[config.mk]
export PLATFORM = sky130hd
export DESIGN_NAME = lrc_cell
export DESIGN_NICKNAME = d
export VERILOG_FILES = /design/src/sv/lrc_pkg.sv /design/src/sv/lrc_cell.sv
export SDC_FILE = /design/constraint.sdc
export NUM_CORES = 1
export LEC_CHECK = 0
export BUFFER_PORTS_ARGS = -buffer_cell sky130_fd_sc_hd__buf_2
export CAP_MARGIN = 15
export CORE_AREA = 2 2 225 227
export CTS_CLUSTER_DIAMETER = 30
export CTS_CLUSTER_SIZE = 16
export DETAILED_ROUTE_END_ITERATION = 12
export DIE_AREA = 0 0 227 229
export GPL_TIMING_DRIVEN = 0
export PLACE_DENSITY_LB_ADDON = 0.05
export SYNTH_ARGS = -nofsm -noshare
export SYNTH_HDL_FRONTEND = slang
export SYNTH_SLANG_ARGS = --single-unit
[constraint.sdc]
create_clock -name clock -period 2.4 [get_ports clock]
set_input_delay 0.36 -clock clock [delete_from_list [all_inputs] [get_ports clock]]
set_output_delay 0.36 -clock clock [all_outputs]
set_load 0.02 [all_outputs]
[src/sv/lrc_pkg.sv]
// Shared types and operation codes for the LRU result cache.
// Used by the cache cell and by the top level; no dependencies.
package lrc_pkg;

   localparam logic [1:0] MODE_LOOKUP = 2'd0;
   localparam logic [1:0] MODE_INSERT = 2'd1;
   localparam logic [1:0] MODE_CLEAR  = 2'd2;

   typedef struct packed {
      logic [1:0]         mode;
      logic signed [31:0] from_x;
      logic signed [31:0] from_y;
      logic signed [31:0] from_z;
      logic signed [31:0] to_x;
      logic signed [31:0] to_y;
      logic signed [31:0] to_z;
      logic               store_bit;
   } req_type;

   typedef struct packed {
      logic hit;
      logic answer_bit;
      logic evicted;
   } rsp_type;

   typedef struct packed {
      logic signed [31:0] from_x;
      logic signed [31:0] from_y;
      logic signed [31:0] from_z;
      logic signed [31:0] to_x;
      logic signed [31:0] to_y;
      logic signed [31:0] to_z;
   } key_type;

   typedef struct packed {
      key_type key;
      logic    ans;
      logic    valid;
   } entry_type;

   typedef struct packed {
      logic load;
      logic clear;
   } cell_ctl_type;

endpackage

[src/sv/lrc_cell.sv]
// One cache cell: a key, its answer bit and a valid flag, with a local key compare.
// Depends on lrc_pkg; the top level chains these cells in recency order.
module lrc_cell import lrc_pkg::*; (
   input  logic         clock,
   input  logic         reset,
   input  cell_ctl_type ctl,
   input  key_type      cmp_key,
   input  entry_type    shift_in,
   output entry_type    entry_out,
   output logic         match_out
);

   logic    valid_ff;
   key_type key_ff;
   logic    ans_ff;
   logic    match_ff;
   logic    match_in;

   assign match_in = valid_ff && (key_ff == cmp_key);

   always_ff @(posedge clock) begin
      if (reset) begin
         valid_ff <= 1'b0;
         match_ff <= 1'b0;
      end else begin
         match_ff <= match_in;
         if (ctl.clear) begin
            valid_ff <= 1'b0;
         end else if (ctl.load) begin
            valid_ff <= shift_in.valid;
         end
      end
   end

   always_ff @(posedge clock) begin
      if (ctl.load) begin
         key_ff <= shift_in.key;
         ans_ff <= shift_in.ans;
      end
   end

   assign entry_out = '{key: key_ff, ans: ans_ff, valid: valid_ff};
   assign match_out = match_ff;

endmodule

==> out/metrics.yaml, run 1 <==
rows: 82
drive_above_1_share_pct: 46.6
peakVddDrop_v: 0.000480
vias: 7566
antenna_found_initial: 19
multiInputGateArea_sq_um: 2250
syn_nets: 938
muxShareOfSynthArea_pct: 0.121
worst_pin_slew_ps: 853
worstPathCellList: "nor2b_1 -> a2111o_1 -> nor4_1 -> nand4_1 -> nor4_2 -> and4_1"
crit_family: "simple AND/OR/NAND/NOR gates"
r2r_end: "match_out$_SDFF_PP0_"
design.core.area_sq_um: 49700
seq_area_sq_um: 5840
min_period_ps: 2240
drtAntennaViolNets: 0
post_drt_via_cell_ratio: 3.72
place_worst_setup_slack_ps: -398
die_area_sq_um: 52000
synth_simple_gate_area_share_pct: 7.72
grt_setup_unrepaired: "false"
comb_power_share_pct: 19.7
syn_to_final_growth_pct: 76.7
gp_congestion: 0.792
dp_cells: 1806
worstSetupStartpoint: "entry_out[9]$_DFFE_PP_"
worstPathRequired_ps: 2830
crit_type: "reg2reg"
cts_tree: "done"
leakage_nw: 6.38
end_kind: "register"
first_global_vias: 8378
p_clk_share_pct: 33.4
grt_pass1_wl_microns: 57500
seq_power_share_pct: 46.9
endpoint: "match_out$_SDFF_PP0_"
synthCells: 548
crit_buf_inv: 0
max_stage_delay_ps: 490
reg2reg_depth: 6
p_sw_mw: 2.63
avgSynthCellArea_sq_um: 15.1
path_depth: 6
clock_latency_ps: 490
synth_xor_area_share_pct: 11.5
detail_route.first_pass.iterations: 4
r2r_start: "entry_out[9]$_DFFE_PP_"
cts_sinks: 195
post_drt_wl_per_cell_microns: 20.6
path_clk_slew_ps: 80
synth_cell_types: 36
drc_errors: 0
min_path_type: "in2reg"
final_nets: 1733
drt_iter0_markers: 299
nFillCells: 5366
p_int_mw: 6.43
grtUsageTotal_pct: 16.1
r2r_slack_ps: 160
powerDensity_nw_per_um2: 618
htreeDepth: 4
crit_slowest_cell: "edfxtp_1"
wl_microns: 41900
yosys_register_bits: 195
status: "finished clean"
clk_path_buf_depth: 2
fin_crit_sh_pct: 93.2
finalMaxSlewViolations: 0
cts_made_buffers: 17
setup_ws_ps: 163
synth_area_leaders: "edfxtp_1 70%, xor2_1 8.2%, xnor2_1 3.3%"
final_util_pct: 29.5
drv_cap: 0
ys_warn_count: 0
synth_top_cell_area_share_pct: 69.8
globalRouteOverflowTotal: 0
dpl.hpwl_microns: 35200
start_util_pct: 16.7
cp-start-kind: "register"
numPortBuffers: 584
fin_hold_ws_ps: 62.1
fp.dieH_microns: 229
swShare_pct: 29.1
yosysSeqAreaShare_pct: 70.3
fin_skew_ps: 8.43
final_cells: 2032
hold_violations: 0
die_w_microns: 227
cp.arrival_ps: 2660
cts_root_buffer: "clkbuf_16"
ioPinCount: 585
synth_compound_area_share_pct: 7.02
synth_top_family_by_area: "XOR/XNOR gates"
design_area_sq_um: 14700
maxSlewHeadroom_pct: 43.2
grt_max_degree: 101
synthAdderAreaFrac_pct: 0
final-setup-viol-count: 0
placed_area_sq_um: 12100
crit_path_max_fanout: 3
synth.largest_area_cell: "edfxtp_1"
max_freq_mhz: 447
syn_area_sq_um: 8300
## final cells by class
cell class	instances	share of cell area, %
sequential	195	39.8
timing repair buffer	776	33.2
multi-input combinational	281	15.4
tap	672	5.73
clock buffer	19	2.95
inverter	70	1.79
clock inverter	12	1.01
buffer	2	0.102
antenna	5	0.0853
## cells in the final DEF (no fill, tap or decap), types with 3 or more instances in the layout
cell           instances
dlygate4sd3_1        190
xnor2_1               31
inv_6                  5
o2111ai_1              9
diode_2                5
a2111oi_0              5
nand2b_1              25
a2111o_1               3
a221oi_1               7
nor2_1                 4
nand4_1               15
inv_1                 66
a22o_2                 4
nor2b_1               14
nand3_1                3
nor4_2                 4
edfxtp_1             193
nor4_1                24
buf_2                584
xor2_1                78
a22o_1                 4
o2bb2ai_1             10
clkbuf_16             17
o22ai_1               23
## synthesized netlist by cell type (all sizes together)
cell,number
a2111o,3
a2111oi,8
a221oi,7
a222oi,1
a22o,8
a22oi,2
and2b,1
and4,1
buf,2
clkinv,2
dfxtp,2
edfxtp,193
inv,68
mux2i,1
nand2,2
nand2b,25
nand3,3
nand3b,1
nand4,16
nor2,4
nor2b,14
nor3,2
nor4,30
nor4bb,1
o2111ai,9
o22ai,23
o2bb2ai,10
xnor2,31
xor2,78
## state kept, by name, summed over array words and instances (netlist names)
name / count
entry_out: 192
valid_ff: 1
ans_ff: 1
match_out: 1
## worst register-to-register path: stages, from the launching register on
cell and delay (ps):
edfxtp_1 490, nor2b_1 210, a2111o_1 440, nor4_1 280, nand4_1 210, nor4_2 320
and4_1 240
## cell families (layout without fill, tap and decap cells)
logic type	count (synthesis)	in the layout
simple gates	100	100
flops	195	195
other cells	0	5
xor+xnor	109	109
compound gates	71	71
buf+inv	72	879
mux	1	1
## power by group through the flow
| stage | sequential (mW) | clock (mW) | combinational (mW) |
|---|---|---|---|
| final | 4.24 | 3.03 | 1.79 |
| after global routing | 4.29 | 3.30 | 1.93 |
| after CTS | 4.25 | 3.20 | 1.83 |
| after detailed placement | 4.32 | 0 | 1.55 |
| after global placement | 4.35 | 0 | 1.55 |
| after floorplan | 4.62 | 0 | 0.339 |
## what timing repair did
action,CTS,global route
hold buffers,190,0
endpoints found under the hold margin,189,0
buffers inserted,0,0
gates resized for setup,7,2
endpoints found under the setup margin,1,1
pin swaps,4,0
## through the flow
stage	TNS, ps	total power, mW
global placement	-413010	5.90
CTS	0	9.28
detailed placement	-398	5.88
floorplan	0	4.96
global route	0	9.52
finish	0	9.06
## how the worst min path moves through the flow
stage / to / slack (ps) / start / cells past startpoint
after detailed placement: entry_out[44]$_DFFE_PP_ / 540 / shift_in[44] / 1
final: entry_out[108]$_DFFE_PP_ / 60 / shift_in[108] / 1
after global placement: valid_ff$_SDFFE_PP0P_ / 530 / ctl[0] / 2
after floorplan: valid_ff$_SDFFE_PP0P_ / 440 / reset / 1
after CTS: entry_out[163]$_DFFE_PP_ / 0.1 / shift_in[163] / 1
after global routing: entry_out[108]$_DFFE_PP_ / 20 / shift_in[108] / 1
## routing by layer
metal  GRT usage (%)  vias to the layer above  part of all wire (%)
met5               0                        -                  0.35
li1                -                     3667                     -
met4            5.90                       24                   2.2
met1            17.3                     3489                    38
met2            28.4                      322                    51
met3            6.31                       64                   8.2
Power figures use the tool's default switching activity.
==> inputs of run 2 (changes only) <==
--- a/config.mk
+++ b/config.mk
@@ -15,4 +15,5 @@
 export GPL_TIMING_DRIVEN = 0
 export PLACE_DENSITY_LB_ADDON = 0.05
+export REMOVE_ABC_BUFFERS = 1
 export SYNTH_ARGS = -nofsm -noshare
 export SYNTH_HDL_FRONTEND = slang
==> constraint.sdc (replaced) <==
create_clock -name clock -period 2.4 [get_ports clock]
set_input_delay 0.48 -clock clock [delete_from_list [all_inputs] [get_ports clock]]
set_output_delay 0.48 -clock clock [all_outputs]
set_load 0.02 [all_outputs]
==> out/metrics.yaml, run 2 (synthesis gave the netlist of run 1 again) <==
die_w_microns: 227  # unchanged
setup-tns-final_ps: 0  # unchanged
fin_crit_sh_pct: 94.7  # +1.5 points
drtAntennaViolNets: 0  # unchanged
peakVddDrop_v: 0.000513  # +7.0%
cts_tree: "done"
cts_made_buffers: 17  # unchanged
first_global_vias: 7431  # -11%
final-setup-viol-count: 0  # unchanged
globalRouteOverflowTotal: 0  # unchanged
status: "finished clean"
post_drt_via_cell_ratio: 3.74  # +0.40%
hold_violations: 0  # unchanged
dpl.hpwl_microns: 34700  # -1.5%
final_common_cell: "buf_2"
grt_setup_unrepaired: "false"
die_area_sq_um: 52000  # unchanged
vias: 6875  # -9.1%
design_area_sq_um: 12700  # -13%
antenna_found_initial: 14  # -5
min_path_type: "in2reg"
clk_path_buf_depth: 2  # unchanged
crit_path_max_fanout: 3  # unchanged
design_power_total_mw: 8.84  # -2.5%
drt_iter0_markers: 211  # -29%
cts_setup_buffers: 0  # unchanged
syn_to_final_growth_pct: 53.5
powerDensity_nw_per_um2: 693  # +12%
numPortBuffers: 584  # unchanged
cp.arrival_ps: 2710  # +50 ps
wl_microns: 41100  # -2.0%
rows: 82  # unchanged
placed_area_sq_um: 12100  # -0.17%
cts_root_buffer: "clkbuf_16"
worst_pin_slew_ps: 883  # +30.1 ps
start_util_pct: 16.7  # unchanged
end_kind: "register"
design.core.area_sq_um: 49700  # unchanged
ioPinCount: 585  # unchanged
final_nets: 1540  # -11%
post_drt_wl_per_cell_microns: 22.3  # +8.3%
detail_route.first_pass.iterations: 4  # unchanged
maxSlewHeadroom_pct: 41.1  # -2.0 points
grt_max_degree: 100  # -0.99%
hold_buffers: 0  # -100%
path_clk_slew_ps: 80  # about the same
cp-start-kind: "register"
drc_errors: 0  # unchanged
crit_type: "reg2reg"
finalMaxSlewViolations: 0  # unchanged
grtUsageTotal_pct: 15.6  # -0.51 points
gp_congestion: 0.813  # +2.6%
grt_pass1_wl_microns: 54500  # -5.1%
max_freq_mhz: 440  # -1.6%
layout_common_cells: "583 x buf_2, 193 x edfxtp_1, 78 x xor2_1"
leakage_nw: 5.55  # -13%
drive_above_1_share_pct: 54.3  # +7.7 points
clock_latency_ps: 500  # about the same
htreeDepth: 4  # unchanged
fin_hold_ws_ps: 137  # +75.3 ps
worstPathRequired_ps: 2830  # about the same
min_period_ps: 2270  # +35.8 ps
fp.dieH_microns: 229  # unchanged
largest_reg_flops: 192  # unchanged
drv_cap: 0  # unchanged
cts_sinks: 195  # unchanged
fin_skew_ps: 11.9  # +3.46 ps
## run 2: cell count changes in the layout (fill, tap and decap cells not counted), sizes merged
cell and delta:
buf -3, clkbuf -1, clkinv -2, clkinvlp +4
dlygate4sd3 -190, inv -1
## run 2: timing repair
action	in CTS	in global routing
gates cloned	0	0
endpoints found under the setup margin	1	1
pin swaps	1	3
hold endpoints to repair	0	0
gates resized for setup	10	2
## run 2: worst paths after layout
check                          end  depth (start not counted)                      from  slack [ps]
max reg2reg   match_out$_SDFF_PP0_                          6  entry_out[172]$_DFFE_PP_         130
max           match_out$_SDFF_PP0_                          6  entry_out[172]$_DFFE_PP_         130
min reg2reg  valid_ff$_SDFFE_PP0P_                          2     valid_ff$_SDFFE_PP0P_         550
min          valid_ff$_SDFFE_PP0P_                          2                    ctl[0]         140
## run 2: cell type report
class,count,area (sq um)
clock buffers,18,429
fillers,5408,36900
inverters,70,263
diodes,5,12.5
multi-input cells,281,2250
repair buffers,585,2960
flip-flops and latches,195,5840
well taps,672,841
clock inverters,13,150
## run 2: per-stage QoR
stage / worst slack [ps] / util [%] / instances
floorplan: 450 / - / 546
global placement: -2440 / 24.3 / 1802
detailed placement: -525 / 24.3 / 1803
CTS: 11.0 / 25.6 / 1834
global route: 3.44 / 25.6 / 1836
finish: 127 / 25.7 / 1839
## run 2: metal layers
layer | vias up | track usage [%] | wire length, microns
li1 | 3277 | - | -
met1 | 3230 | 15.7 | 14800
met2 | 304 | 28.7 | 21700
met3 | 50 | 6.44 | 3740
met4 | 14 | 5.09 | 720
met5 | - | 0 | 100
## run 2: worst max-delay path, stage by stage (launching register included)
cell and delay, ps:
edfxtp_1 420, nor2b_1 150, a2111o_1 450, nor4_2 390, nand4_1 200, nor4_4 330, and4_1 270
## run 2: power by group
group / internal, mW / leakage, nW / switching, mW
Sequential: 4.05 / 1.91 / 0.191
Combinational: 0.615 / 3.38 / 0.916
Clock: 1.54 / 0.270 / 1.52
Total: 6.21 / 5.55 / 2.62
